## src/hdl/poi_pkg.sv

```systemverilog
// ----------------------------------------------------------------------------
// poi_pkg - shared types and constants of the planar odometry integrator
// Fixed-point widths, CORDIC angle table, configuration indexes and the
// command word that the controller sends to the datapath.
// ----------------------------------------------------------------------------
package poi_pkg;

	// Widths of the state and of the channel fields
	localparam int ANGLE_BITS    = 16;
	localparam int POSITION_BITS = 32;
	localparam int TIME_W        = 16;
	localparam int VEL_W         = 24;
	localparam int YAW_W         = 16;
	localparam int POSE_POS_W    = 32;
	localparam int POSE_HDG_W    = 16;

	// CORDIC sizing: Q2.30 vectors with headroom, 32-bit turn angle plus guard
	localparam int CORDIC_STEPS = 24;
	localparam int ITER_W       = $clog2(CORDIC_STEPS);
	localparam int CW           = 34;
	localparam int ZW           = 34;
	localparam logic signed [CW-1:0] CORDIC_GAIN = CW'(652032874);

	// Product and scaling widths
	localparam int PROD_W = VEL_W + CW;
	localparam int SUM_W  = PROD_W + 1;
	localparam int WV_W   = 42;
	localparam int SCL_W  = WV_W + TIME_W + 1;
	localparam int DPOS_W = SCL_W - 32;
	localparam int DTH_PW = YAW_W + TIME_W + 1;

	// Configuration port
	localparam int CFG_IDX_W  = 2;
	localparam int CFG_DATA_W = 24;
	localparam logic [CFG_IDX_W-1:0] CFG_VEL_FORWARD = 2'd0;
	localparam logic [CFG_IDX_W-1:0] CFG_VEL_LATERAL = 2'd1;
	localparam logic [CFG_IDX_W-1:0] CFG_YAW_RATE    = 2'd2;

	localparam logic signed [VEL_W-1:0] VEL_FORWARD_RST = 24'sd6554;
	localparam logic signed [VEL_W-1:0] VEL_LATERAL_RST = -24'sd6554;
	localparam logic signed [YAW_W-1:0] YAW_RATE_RST    = 16'sd1043;

	// Datapath operations
	localparam int OP_W = 3;
	localparam logic [OP_W-1:0] OP_NOP    = 3'd0;
	localparam logic [OP_W-1:0] OP_LOAD   = 3'd1;
	localparam logic [OP_W-1:0] OP_ROT    = 3'd2;
	localparam logic [OP_W-1:0] OP_PRODX  = 3'd3;
	localparam logic [OP_W-1:0] OP_PRODY  = 3'd4;
	localparam logic [OP_W-1:0] OP_WY     = 3'd5;
	localparam logic [OP_W-1:0] OP_SCALE  = 3'd6;
	localparam logic [OP_W-1:0] OP_UPDATE = 3'd7;

	typedef struct packed {
		logic [OP_W-1:0]   op;
		logic [ITER_W-1:0] iter;
	} cmd_t;

	// Arctangent of 2^-i as a 32-bit turn fraction
	function automatic logic [31:0] atan_turn(input logic [ITER_W-1:0] i);
		logic [31:0] a;
		unique case (i)
			5'd0:  a = 32'd536870912;
			5'd1:  a = 32'd316933406;
			5'd2:  a = 32'd167458907;
			5'd3:  a = 32'd85004756;
			5'd4:  a = 32'd42667331;
			5'd5:  a = 32'd21354465;
			5'd6:  a = 32'd10679838;
			5'd7:  a = 32'd5340244;
			5'd8:  a = 32'd2670163;
			5'd9:  a = 32'd1335087;
			5'd10: a = 32'd667544;
			5'd11: a = 32'd333772;
			5'd12: a = 32'd166886;
			5'd13: a = 32'd83443;
			5'd14: a = 32'd41722;
			5'd15: a = 32'd20861;
			5'd16: a = 32'd10430;
			5'd17: a = 32'd5215;
			5'd18: a = 32'd2608;
			5'd19: a = 32'd1304;
			5'd20: a = 32'd652;
			5'd21: a = 32'd326;
			5'd22: a = 32'd163;
			5'd23: a = 32'd81;
			default: a = 32'd0;
		endcase
		return a;
	endfunction

endpackage

```

## src/hdl/poi_ctrl.sv

```systemverilog
// ----------------------------------------------------------------------------
// poi_ctrl - sequencer of the odometry integrator
// Steps the datapath through load, CORDIC rotation, products, scaling and
// pose update, and owns the valid flag of the pose output register.
// ----------------------------------------------------------------------------
module poi_ctrl (
	input  logic          clk,
	input  logic          arst_n,
	input  logic          tick_valid,
	output logic          tick_ready,
	output logic          pose_valid,
	input  logic          pose_ready,
	output poi_pkg::cmd_t cmd
);

	localparam logic [2:0] S_IDLE   = 3'd0;
	localparam logic [2:0] S_ROT    = 3'd1;
	localparam logic [2:0] S_PRODX  = 3'd2;
	localparam logic [2:0] S_PRODY  = 3'd3;
	localparam logic [2:0] S_WY     = 3'd4;
	localparam logic [2:0] S_SCALE  = 3'd5;
	localparam logic [2:0] S_UPDATE = 3'd6;

	localparam logic [poi_pkg::ITER_W-1:0] LAST_ITER =
		poi_pkg::ITER_W'(poi_pkg::CORDIC_STEPS - 1);

	logic [2:0]                   state_q, state_d;
	logic [poi_pkg::ITER_W-1:0]   iter_q, iter_d;
	logic                         full_q, full_d;
	logic                         do_update;

	assign tick_ready = (state_q == S_IDLE);
	assign pose_valid = full_q;
	// Result register may be refilled when empty or drained this cycle
	assign do_update  = (state_q == S_UPDATE) && (!full_q || pose_ready);

	always_comb begin
		state_d  = state_q;
		iter_d   = iter_q;
		cmd.op   = poi_pkg::OP_NOP;
		cmd.iter = iter_q;
		unique case (state_q)
			S_IDLE: begin
				if (tick_valid) begin
					cmd.op  = poi_pkg::OP_LOAD;
					iter_d  = '0;
					state_d = S_ROT;
				end
			end
			S_ROT: begin
				cmd.op = poi_pkg::OP_ROT;
				if (iter_q == LAST_ITER) begin
					state_d = S_PRODX;
				end else begin
					iter_d = iter_q + 1'b1;
				end
			end
			S_PRODX: begin
				cmd.op  = poi_pkg::OP_PRODX;
				state_d = S_PRODY;
			end
			S_PRODY: begin
				cmd.op  = poi_pkg::OP_PRODY;
				state_d = S_WY;
			end
			S_WY: begin
				cmd.op  = poi_pkg::OP_WY;
				state_d = S_SCALE;
			end
			S_SCALE: begin
				cmd.op  = poi_pkg::OP_SCALE;
				state_d = S_UPDATE;
			end
			S_UPDATE: begin
				if (do_update) begin
					cmd.op  = poi_pkg::OP_UPDATE;
					state_d = S_IDLE;
				end
			end
			default: begin
				state_d = S_IDLE;
			end
		endcase
	end

	assign full_d = do_update || (full_q && !pose_ready);

	always_ff @(posedge clk or negedge arst_n) begin
		if (!arst_n) begin
			state_q <= S_IDLE;
			iter_q  <= '0;
			full_q  <= 1'b0;
		end else begin
			state_q <= state_d;
			iter_q  <= iter_d;
			full_q  <= full_d;
		end
	end

endmodule

```

## config.mk

```make
export PLATFORM = sky130hd
export DESIGN_NAME = poi_ctrl
export DESIGN_NICKNAME = d
export VERILOG_FILES = /design/src/hdl/poi_pkg.sv /design/src/hdl/poi_ctrl.sv
export SDC_FILE = /design/constraint.sdc
export NUM_CORES = 1
export LEC_CHECK = 0
export BUFFER_PORTS_ARGS = -buffer_cell sky130_fd_sc_hd__buf_4
export CORE_AREA = 2 2 39 41
export CTS_CLUSTER_DIAMETER = 150
export DETAILED_ROUTE_END_ITERATION = 12
export DIE_AREA = 0 0 41 43
export PLACE_DENSITY = 0.74
export SETUP_SLACK_MARGIN = 0.5
export SLEW_MARGIN = 25
export SYNTH_ARGS = -nofsm -noshare
export SYNTH_HDL_FRONTEND = slang
export SYNTH_SLANG_ARGS = --single-unit
```

## constraint.sdc

```tcl
create_clock -name clk -period 4.35 [get_ports clk]
set_input_delay 0.2175 -clock clk [delete_from_list [all_inputs] [get_ports clk]]
set_output_delay 0.2175 -clock clk [all_outputs]
set_load 0.02 [all_outputs]
```

# ---- Word level (Yosys, flattened, before mapping)
# Cells that the tools add are included.
dict set report word_totals {
  regBits 9
  inputBits 4
  word_cells 35
}
dict set report op_classes {
  muxes 10
  add_sub_neg 1
  n_eq_ne 11
  reduce_logical 10
}
# op count
set ops {}
lappend ops {{case mux 3 bit (7 select lines)} 2}
lappend ops {{2-to-1 mux 3 bit} 4}
lappend ops {{2-to-1 mux 5 bit} 2}
lappend ops {{case mux 5 bit (2 select lines)} 1}
lappend ops {{== test 3 bit, second input constant} 3}
lappend ops {{inequality test 2 bit, second input constant} 4}
lappend ops {{== test 3 x 2 -> 1 bit, second input constant} 2}
lappend ops {{AND reduction 3 bit} 2}
lappend ops {{adder 5 x 1 -> 5 bit, second input constant} 1}
lappend ops {{== test 5 bit, second input constant} 1}
lappend ops {{== test 3 x 1 -> 1 bit, second input constant} 1}
lappend ops {{logical NOT 3 bit} 1}
lappend ops {{logical AND 1 bit} 2}
lappend ops {{logical NOT 1 bit} 2}
lappend ops {{logical OR 1 bit} 2}
lappend ops {{nonzero test 2 bit} 1}
lappend ops {{2-to-1 mux 1 bit} 1}

# ---- Logic depth before layout (Yosys ltp)
dict set report depth {
  ltp_word 5
  depth_mapped 5
}

# ---- Worst setup path before layout
# No wires, ideal clock.
dict set report synth_timing {
  path_type {reg2reg}
  from {register iter_q[0] (netlist bit)}
  to {register iter_q[0] (netlist bit)}
  setup_time_ps 69
  setup_slack_ps 2864
  stages_incl_launch_ff 5
  arrival_time_ps 1417
  period_less_slack_ps 1486
  path_cell_list {dfrtp_1 > ha_1 > and4b_1 > or4_1 > nand3_1}
}
dict set report synth_via {
  elab_chain_len 3
}
# item line
set synth_rtl {}
lappend synth_rtl {{start, declared} poi_ctrl.sv:28} ;# logic [poi_pkg::ITER_W-1:0] iter_q, iter_d;
lappend synth_rtl {{start signal, assigned} poi_ctrl.sv:95} ;# iter_q <= iter_d;
lappend synth_rtl {{adder 5 x 1 -> 5 bit or == test 5 bit (tied branches)} {poi_ctrl.sv:55, poi_ctrl.sv:52}}
lappend synth_rtl {{2-to-1 mux 5 bit or inequality test 2 bit (tied branches)} n/a}
lappend synth_rtl {{case mux 5 bit (2 select lines) or AND reduction 3 bit (tied branches)} n/a}
# Parallel ways exist; a longest one is shown, timed or not. The select of a mux whose other input is x is not followed.
# A chain may end at the register's enable or synchronous reset.

==> flow_summary.toml <==
[cts]
tritoncts = "yes"
clk_latency_ns = 0.26
cts_resized = 0
clk_pin_slew_ns = 0.07
cts_sinks = 9
cts_made_buffers = 3
clock-root-buffer = "clkbuf_4"
post-cts-setup-buffer-count = 0
htreeDepth = 1
cts_buffer_depth = 2

[synth]
synth_most_common_cell = "dfrtp_1"
syn-instance-count = 69
avgSynthCellArea_um2 = 8.359
yosys_register_bits = 9
synthDominantCellAreaShare_pct = 39.05
ys_types = 29
syn-num-nets = 74
netlist_top_cells_area = "dfrtp_1, nand3_1, o21ai_0, nor2_1, buf_6"
synthDominantAreaCellType = "dfrtp_1"
synth_edf_count = 0
netlist_area_um2 = 576.8
ys_seq_area_share_pct = 39.05
synth_common_cells = "dfrtp_1, nor2_1, nand3_1, o21ai_0"
ys.warnings.count = 0
ys_async_sr_fraction_pct = 100.0
synthFlopType = "dfrtp_1"

[pwr]
p_leak_uw = 0.0003228
powerDensity_mw_per_mm2 = 770.3
ir_drop_uv = 309.4

[sta]
rsz0062_at_grt = "no"
worstMarginPinSlew_ns = 0.4151
setup_tns_ns = 0
slew_viol_final = 0
min_period_ns = 1.717
final-setup-viol-count = 0
post-route-worst-setup-slack_ns = 2.633
fmax_mhz = 582.4
clock-skew-final_ns = 0.004269
hold_viol_final = 0
maxSlewHeadroom_pct = 72.33
whs_ns = 0.2794
finalCritPeriodShare_pct = 39.47

[global_route]
gr-total-overflow = 0
grt_first_pass_wirelength_mm = 2.042
grt_pass1_vias = 474
antenna_found_initial = 0
grt_usage_pct = 16.89
grt_max_degree = 16

[final_layout]
finalNonFillerCells = 99
layout.nets = 89
regArea_um2 = 225.2
syn_to_final_growth_pct = 21.26
drive_above_1_share_pct = 19.28
multiInputGateArea_um2 = 309.0
fillCellCount = 136
antennaDiodeCount = 0

[critical_path]
arrival_ns = 1.50
timing.rr.end = "iter_q[0]$_DFFE_PN0P_"
critPathLaunchType = "flip-flop"
reg2regPathDepth = 4
path_class = "flip-flop to output port"
rr_startpoint = "iter_q[0]$_DFFE_PN0P_"
startpoint = "state_q[1]$_DFFE_PN0P_"
required_ns = 4.13
reg2reg_setup_slack_ns = 2.85
crit_end = "cmd[5]"
worstSetupEndpointType = "output port"
cp_max_fo = 10

[placed_design]
dp_cells = 94
pre_cts_ws_ns = 2.869
gp_congestion = 0.7971
io_buffers = 13

[detailed_routing]
wl_per_cell_um = 12.71
num_vias = 571
drt_iter0_drc = 15
ant_nets = 0
wl_met1_um = 539
drcViolationCount = 0
highest_layer = "met4"
viasPerCell = 5.768
dr.pass1.iters = 6
wirelength_mm = 1.258
wl_met2_um = 642
wl_met3_um = 63

[floorplanning]
die_h_um = 43
coreArea_mm2 = 0.001384
dieArea_mm2 = 0.001763
die_w_um = 41
std_cell_rows = 14
io_pins = 14
initial_core_util_pct = 41.68

[run_status]
status = "completed"

[min_path]
hp-class = "input pin to flip-flop"

[run]
maxCapViolCount = 0
==> state kept, by name, indices dropped and copies added (netlist names) <==
name / flops
iter_q: 5
pose_valid: 1
state_q: 3
==> routing by layer <==
layer  vias to the layer above  track usage [%]
li1                        279                -
met1                       272            24.67
met2                        18            24.06
met3                         2            1.571
met4                         0            8.000
met5                         -                0
==> critical path: stages (launching register included) <==
cell and delay (ns):
dfrtp_1 0.46, or2_1 0.37, o22ai_1 0.18, nor2_1 0.06, buf_4 0.17
==> area by class of cell <==
type,count,share of cell area (%)
repair buffers,14,15.38
inverters,3,1.610
multi-input cells,53,44.19
flip-flops and latches,9,32.20
clock buffers,4,3.757
well taps,16,2.862
==> worst min path at each step <==
stage,slack (ns),endpoint,start,depth (start not counted)
final,0.28,state_q[0]$_DFFE_PN0P_,tick_valid,3
after detailed placement,0.05,pose_valid$_DFF_PN0_,arst_n,1
after global routing,0.28,state_q[0]$_DFFE_PN0P_,tick_valid,3
after global placement,0.05,pose_valid$_DFF_PN0_,arst_n,1
after floorplan,-0.08,iter_q[0]$_DFFE_PN0P_,arst_n,0
after CTS,0.28,state_q[0]$_DFFE_PN0P_,tick_valid,3
==> cell usage in the layout (no fill, tap or decap) <==
| master | Yosys | routed |
|---|---|---|
| dfrtp_1 | 9 | 9 |
| dlygate4sd3_1 | 0 | 1 |
| and3_1 | 1 | 1 |
| nor2_1 | 8 | 8 |
| clkbuf_4 | 0 | 3 |
| o21ai_0 | 7 | 7 |
| nand3_1 | 7 | 7 |
| and4b_1 | 1 | 1 |
| nand4_1 | 2 | 2 |
| or2b_1 | 1 | 1 |
| buf_4 | 0 | 13 |
| o32ai_1 | 1 | 1 |
| o22ai_1 | 2 | 2 |
| nand4b_1 | 1 | 1 |
| nand2_1 | 2 | 2 |
| nor2b_1 | 3 | 3 |
| o211ai_1 | 1 | 1 |
| clkbuf_1 | 1 | 1 |
| or4_1 | 1 | 1 |
| or2_1 | 1 | 1 |
| ha_1 | 1 | 1 |
| a21oi_1 | 1 | 1 |
| inv_1 | 3 | 3 |
| a21boi_0 | 2 | 2 |
| nand2b_1 | 2 | 2 |
| nor3_1 | 2 | 2 |
| mux2i_1 | 1 | 1 |
| o21ai_1 | 3 | 3 |
| o21a_1 | 1 | 1 |
| a211oi_1 | 1 | 1 |
==> report_power, final <==
part	total, µW	leakage (µW)	switching (µW)	internal (µW)
Sequential	182	0.000117	63.4	118
Combinational	292	0.000191	163	129
Clock	65.0	0.0000150	29.6	35.3
Total	539	0.000323	256	282
==> repair_timing <==
action,4_1_cts,5_1_grt
hold endpoints to repair,9,0
setup endpoints to repair,0,0
hold buffers,1,0
==> cells by family after synthesis <==
| kind of cell | Yosys count | synth area share (%) |
|---|---|---|
| and+or+nand+nor | 32 | 29.94 |
| AOI/OAI and AO/OA | 19 | 19.74 |
| DFF | 9 | 39.05 |
| buffers and inverters | 7 | 7.373 |
| muxes | 1 | 1.735 |
| adders and majority gates | 1 | 2.169 |
==> through the flow <==
stage	area (µm²)	util, %	power (µW)
5_1_grt	699.4	50.54	582.1
2_1_floorplan	576.8	-	391.6
3_5_place_dp	663.1	47.92	473.4
6_report	699.4	50.54	538.8
4_1_cts	699.4	50.54	541.3
3_3_place_gp	663.1	47.92	467.4
Note: power is estimated with default switching activity, not from simulation.
